## src/rtl/core/kpvf_div.sv

```systemverilog
module kpvf_div #(
    parameter int DW = 32,
    parameter int FB = 16
) (
    input  logic                 i_clk,
    input  logic                 i_rst_n,
    input  logic                 i_start,
    input  logic signed [DW-1:0] i_num,
    input  logic signed [DW-1:0] i_den,
    output logic                 o_done,
    output logic signed [DW-1:0] o_quot
);

    localparam int NW = DW + FB;
    localparam int QW = NW + 1;
    localparam int CW = $clog2(NW + 1);
    localparam logic signed [DW-1:0] FX_MAX = {1'b0, {(DW-1){1'b1}}};
    localparam logic signed [DW-1:0] FX_MIN = {1'b1, {(DW-1){1'b0}}};
    localparam logic [QW-1:0] LIMP = QW'(1) << (DW - 1);

    typedef enum logic [1:0] {D_IDLE, D_RUN, D_FIN} t_dstate;

    t_dstate       r_state;
    logic [NW-1:0] r_num, r_quo;
    logic [DW-1:0] r_den, r_rem;
    logic [CW-1:0] r_cnt;
    logic          r_neg;

    logic [DW:0]   rem_sh;
    logic          ge, rnd;
    logic [QW-1:0] q1;
    logic signed [DW-1:0] n_quot;

    // One quotient bit per cycle, restoring
    always_comb begin
        rem_sh = {r_rem, r_num[NW-1]};
        ge     = rem_sh >= {1'b0, r_den};
        rnd    = {r_rem, 1'b0} >= {1'b0, r_den};
        q1     = {1'b0, r_quo} + QW'(rnd);
        if (r_neg) begin
            n_quot = (q1 > LIMP) ? FX_MIN : DW'(-q1);
        end else begin
            n_quot = (q1 > LIMP - QW'(1)) ? FX_MAX : DW'(q1);
        end
    end

    always_ff @(posedge i_clk) begin
        if (!i_rst_n) begin
            r_state <= D_IDLE;
            o_done  <= 1'b0;
        end else begin
            o_done <= 1'b0;
            case (r_state)
                D_IDLE: begin
                    if (i_start) begin
                        r_neg <= i_num[DW-1] ^ i_den[DW-1];
                        r_num <= {(i_num[DW-1] ? DW'(-i_num) : DW'(i_num)), {FB{1'b0}}};
                        r_den <= i_den[DW-1] ? DW'(-i_den) : DW'(i_den);
                        r_rem <= '0;
                        r_quo <= '0;
                        r_cnt <= CW'(NW);
                        // Zero divisor gives a zero gain
                        if (i_den == '0) begin
                            o_quot <= '0;
                            o_done <= 1'b1;
                        end else begin
                            r_state <= D_RUN;
                        end
                    end
                end
                D_RUN: begin
                    r_rem <= ge ? DW'(rem_sh - {1'b0, r_den}) : rem_sh[DW-1:0];
                    r_quo <= {r_quo[NW-2:0], ge};
                    r_num <= {r_num[NW-2:0], 1'b0};
                    r_cnt <= r_cnt - CW'(1);
                    if (r_cnt == CW'(1)) begin
                        r_state <= D_FIN;
                    end
                end
                D_FIN: begin
                    o_quot  <= n_quot;
                    o_done  <= 1'b1;
                    r_state <= D_IDLE;
                end
                default: r_state <= D_IDLE;
            endcase
        end
    end

endmodule

```

## config.mk

```make
export PLATFORM = sky130hd
export DESIGN_NAME = kpvf_div
export DESIGN_NICKNAME = d
export VERILOG_FILES = /design/src/rtl/core/kpvf_div.sv
export SDC_FILE = /design/constraint.sdc
export NUM_CORES = 1
export LEC_CHECK = 0
export BUFFER_PORTS_ARGS = -buffer_cell sky130_fd_sc_hd__buf_2
export CAP_MARGIN = 5
export CORE_MARGIN = 1
export CORE_UTILIZATION = 60
export DETAILED_ROUTE_END_ITERATION = 8
export PLACE_DENSITY_LB_ADDON = 0.05
export SLEW_MARGIN = 10
export SYNTH_ARGS = -nofsm -noshare
export SYNTH_HDL_FRONTEND = slang
export SYNTH_SLANG_ARGS = --single-unit
```

## constraint.sdc

```tcl
create_clock -name i_clk -period 11.1 [get_ports i_clk]
set_input_delay 0.555 -clock i_clk [delete_from_list [all_inputs] [get_ports i_clk]]
set_output_delay 0.555 -clock i_clk [all_outputs]
set_load 0.1 [all_outputs]
```

==> flow_summary.ini <==
[outcome]
status = finished clean

[min_path]
min_path_type = in -> reg
hp-start = i_rst_n
hold_depth = 2
min_to = o_done$_SDFF_PN0_

[logic_synthesis]
yosysTopAreaCell = edfxtp_1
syn_area_per_cell_um2 = 9.43
synthTopCellsByArea = edfxtp_1, xnor2_1, nand2_1
synth-async-reset-ratio_pct = 0
netlist.area_leader.share_pct = 42.9
synthFlopType = edfxtp_1
yosys_warnings = 0
synth_cells = 1360
synth.net_count = 1468
synthesis.area_um2 = 12800
ys_types = 80
synth-edff-count = 183
ys_seq_elements = 186
yosysSeqAreaShare_pct = 43.3

[power_and_ir_drop]
leakagePower_uw = 0.00532
ir_worst_vdd_mv = 0.110
p_per_area_nw_per_um2 = 126

[die]
row_count = 53
ios = 100
core_um2 = 21000
die_h_um = 148
dieWidth_um = 148
dieArea_um2 = 22000
start_util_pct = 61.2

[place]
portBuffers = 99
globalplace.congestion = 0.947
preCtsSetupSlack_ns = 4.58
hpwl_mm = 20.6

[routing]
initialDrtViolationCount = 995
avgRoutedWirePerCell_um = 16.9
vias = 10400
routed_wirelength_mm = 28.8
drcViolationCount = 0
viasPerCell = 6.08
ant_nets = 0
drtPass1Iterations = 7

[critical_path]
start_kind = flop
required_ns = 11.39
r2r_end = o_quot[22]$_SDFFCE_PN0P_
cp_common_cell = ha_1
rr_worst_depth = 21
arrival_ns = 6.93
worst_path_largest_cell_delay_ns = 0.50
crit_fanout = 25
worstSetupPathType = reg -> reg
cp_slowest_cell = a2111oi_2
path_cells = ha_1 -> a21o_1 -> a21o_1 -> a21oi_1 -> nor2_1 -> o31ai_1 -> nand4_1 -> nand2_1 -> nand2_1 -> ha_1 -> ha_1 -> and4_1 -> or4_4 -> a2111oi_2 -> o2111ai_2 -> nor4_4 -> and3_1 -> a31oi_1 -> nor2_4 -> o21a_2 -> o211a_1
r2r_start = r_rem[5]$_SDFFCE_PN0P_
end_kind = flop
crit_buf_inv = 0
rrSetupSlack_ns = 4.47
crit_family = simple AND/OR/NAND/NOR gates

[cts]
cts_root_buffer = clkbuf_16
clkTransAtPathRegs_ns = 0.07
clock_insertion_delay_worst_skew_ns = 0.43
cts_max_level = 4
cts_tree = yes
clock_path_buffers = 2
numClockSinks = 186
cts-hold-fix-buffers = 0
cts_buffers = 17
cts_setup_buffers = 0
ctsResizeCount = 0

[timing]
fin_skew_ns = 0.0115
tightest_slew_ns = 0.890
setup_violations = 0
period_share_pct = 59.7
drv_slew = 0
setup_tns_ns = 0
max_freq_mhz = 151
fin_ws_ns = 4.47
hold_violations = 0
period_minus_slack_ns = 6.63
slew_headroom_pct = 40.4
rsz0062_at_grt = false

[global_route]
grt.total_usage_pct = 27.3
grt_max_degree = 78
antenna_found_initial = 1
grt_overflow = 0
first_global_vias = 9614
grt_pass1_wl_mm = 48.1

[final_layout]
drive_gt1_share_pct = 11.5
fill_cells = 1741
area_delta_synth_final_pct = 9.30
nets = 1532
fin_util_pct = 66.9

[flow_run]
maxCapViolations = 0
[state kept, by name, summed over array words and instances (netlist names)]
signal   cells
r_quo       48
o_quot      32
r_den       32
r_num       32
r_rem       32
r_cnt        6
r_state      2
o_done       1
r_neg        1
[cells in the mapped netlist (all sizes together), types with 3 or more instances]
| library cell | n |
|---|---|
| nand2 | 148 |
| a31oi | 8 |
| nor3 | 37 |
| nor2b | 11 |
| o21a | 9 |
| buf | 22 |
| nor4 | 19 |
| a21o | 40 |
| o311a | 3 |
| and4 | 6 |
| mux2 | 4 |
| nand4b | 4 |
| o41ai | 6 |
| a21boi | 3 |
| o21bai | 4 |
| nor4b | 4 |
| inv | 61 |
| nand4 | 30 |
| dfxtp | 3 |
| mux2i | 25 |
| o211a | 3 |
| xor2 | 59 |
| a311oi | 3 |
| nand3b | 3 |
| nand3 | 43 |
| a21oi | 57 |
| edfxtp | 183 |
| or3 | 25 |
| nand2b | 9 |
| clkbuf | 42 |
| ha | 40 |
| and2 | 52 |
| o21ai | 98 |
| and3 | 28 |
| nor2 | 108 |
| a31o | 3 |
| o211ai | 3 |
| o31ai | 26 |
| or4 | 16 |
| o2111ai | 4 |
| xnor2 | 66 |
| a211oi | 15 |
[logic make-up (layout without fill, tap and decap cells)]
kind of cell,Yosys count,after routing,synth area share (%)
other cells,0,1,0
xor+xnor,125,125,8.54
flops,186,186,43.3
buf+inv,125,198,4.04
fa+ha+maj,41,41,4.06
compound gates,302,302,15.2
mux,29,29,2.30
simple gates,552,552,22.6
[power breakdown]
part           internal (µW)  total, µW  switching (µW)
sequential               822        853            30.9
combinational            133        330             197
clock                    325        584             259
total                   1280       1770             487
[layout by cell type, fill, tap and decap left out, types with 4 or more instances in the layout]
cell type  Yosys  layout
nand2b_1       9       9
and3_1        28      28
mux2_2         4       4
xor2_1        59      59
inv_1         61      61
o31ai_1       26      26
a21o_1        40      40
nand3_1       42      42
mux2i_1       25      25
o41ai_1        6       6
or4_1         14      14
nor3_1        37      37
nand4b_1       4       4
buf_4          5      10
o21bai_1       4       4
buf_2         12      99
clkbuf_16      0      17
and4_1         6       6
o21ai_0       93      93
nor4_1        17      17
ha_1          40      40
a31oi_1        8       8
nor2_1       106     106
o21ai_1        5       5
nand2_1      148     148
and2_1        52      52
nor2b_1       11      10
or3_1         24      24
a211oi_1      15      15
edfxtp_1     183     183
a21oi_1       57      57
xnor2_1       66      66
o21a_1         8       8
nand4_1       27      27
[area by class of cell]
cell class	instances	area [µm²]	share of cell area, %
antenna	1	2.50	0.0179
sequential	186	5560	39.6
timing repair buffer	109	571	4.07
clock buffer	19	433	3.09
inverter	61	229	1.63
tap	275	344	2.46
clock inverter	9	104	0.741
multi-input combinational	1049	6780	48.3
[per-layer routing]
layer,GRT usage (%),vias up,wire [µm]
li1,-,5128,-
met1,40.1,4852,13800
met2,41.6,380,12700
met3,3.68,32,1830
met4,9.07,2,450
met5,0,-,8
[metrics by stage]
stage / std cells / cell area [µm²] / total power (µW) / hold WS [ns]
detailed placement: 1680 / 13500 / 1190 / 0.514
CTS: 1708 / 14000 / 1770 / 0.382
global route: 1708 / 14000 / 1840 / 0.398
global placement: 1680 / 13500 / 1180 / 0.503
floorplan: 1360 / 12800 / 1110 / 0.496
finish: 1709 / 14000 / 1770 / 0.395
[worst max path at each step]
stage	endpoint	from	depth (start not counted)
after global routing	o_quot[8]$_SDFFCE_PN0P_	r_rem[5]$_SDFFCE_PN0P_	21
after CTS	o_quot[16]$_SDFFCE_PN0P_	r_rem[5]$_SDFFCE_PN0P_	21
after floorplan	r_state[0]$_SDFFE_PN0P_	i_start	3
after global placement	o_quot[8]$_SDFFCE_PN0P_	r_rem[5]$_SDFFCE_PN0P_	21
final	o_quot[22]$_SDFFCE_PN0P_	r_rem[5]$_SDFFCE_PN0P_	21
after detailed placement	o_quot[22]$_SDFFCE_PN0P_	r_rem[5]$_SDFFCE_PN0P_	21
No activity file was read; power rests on OpenSTA's default activity.
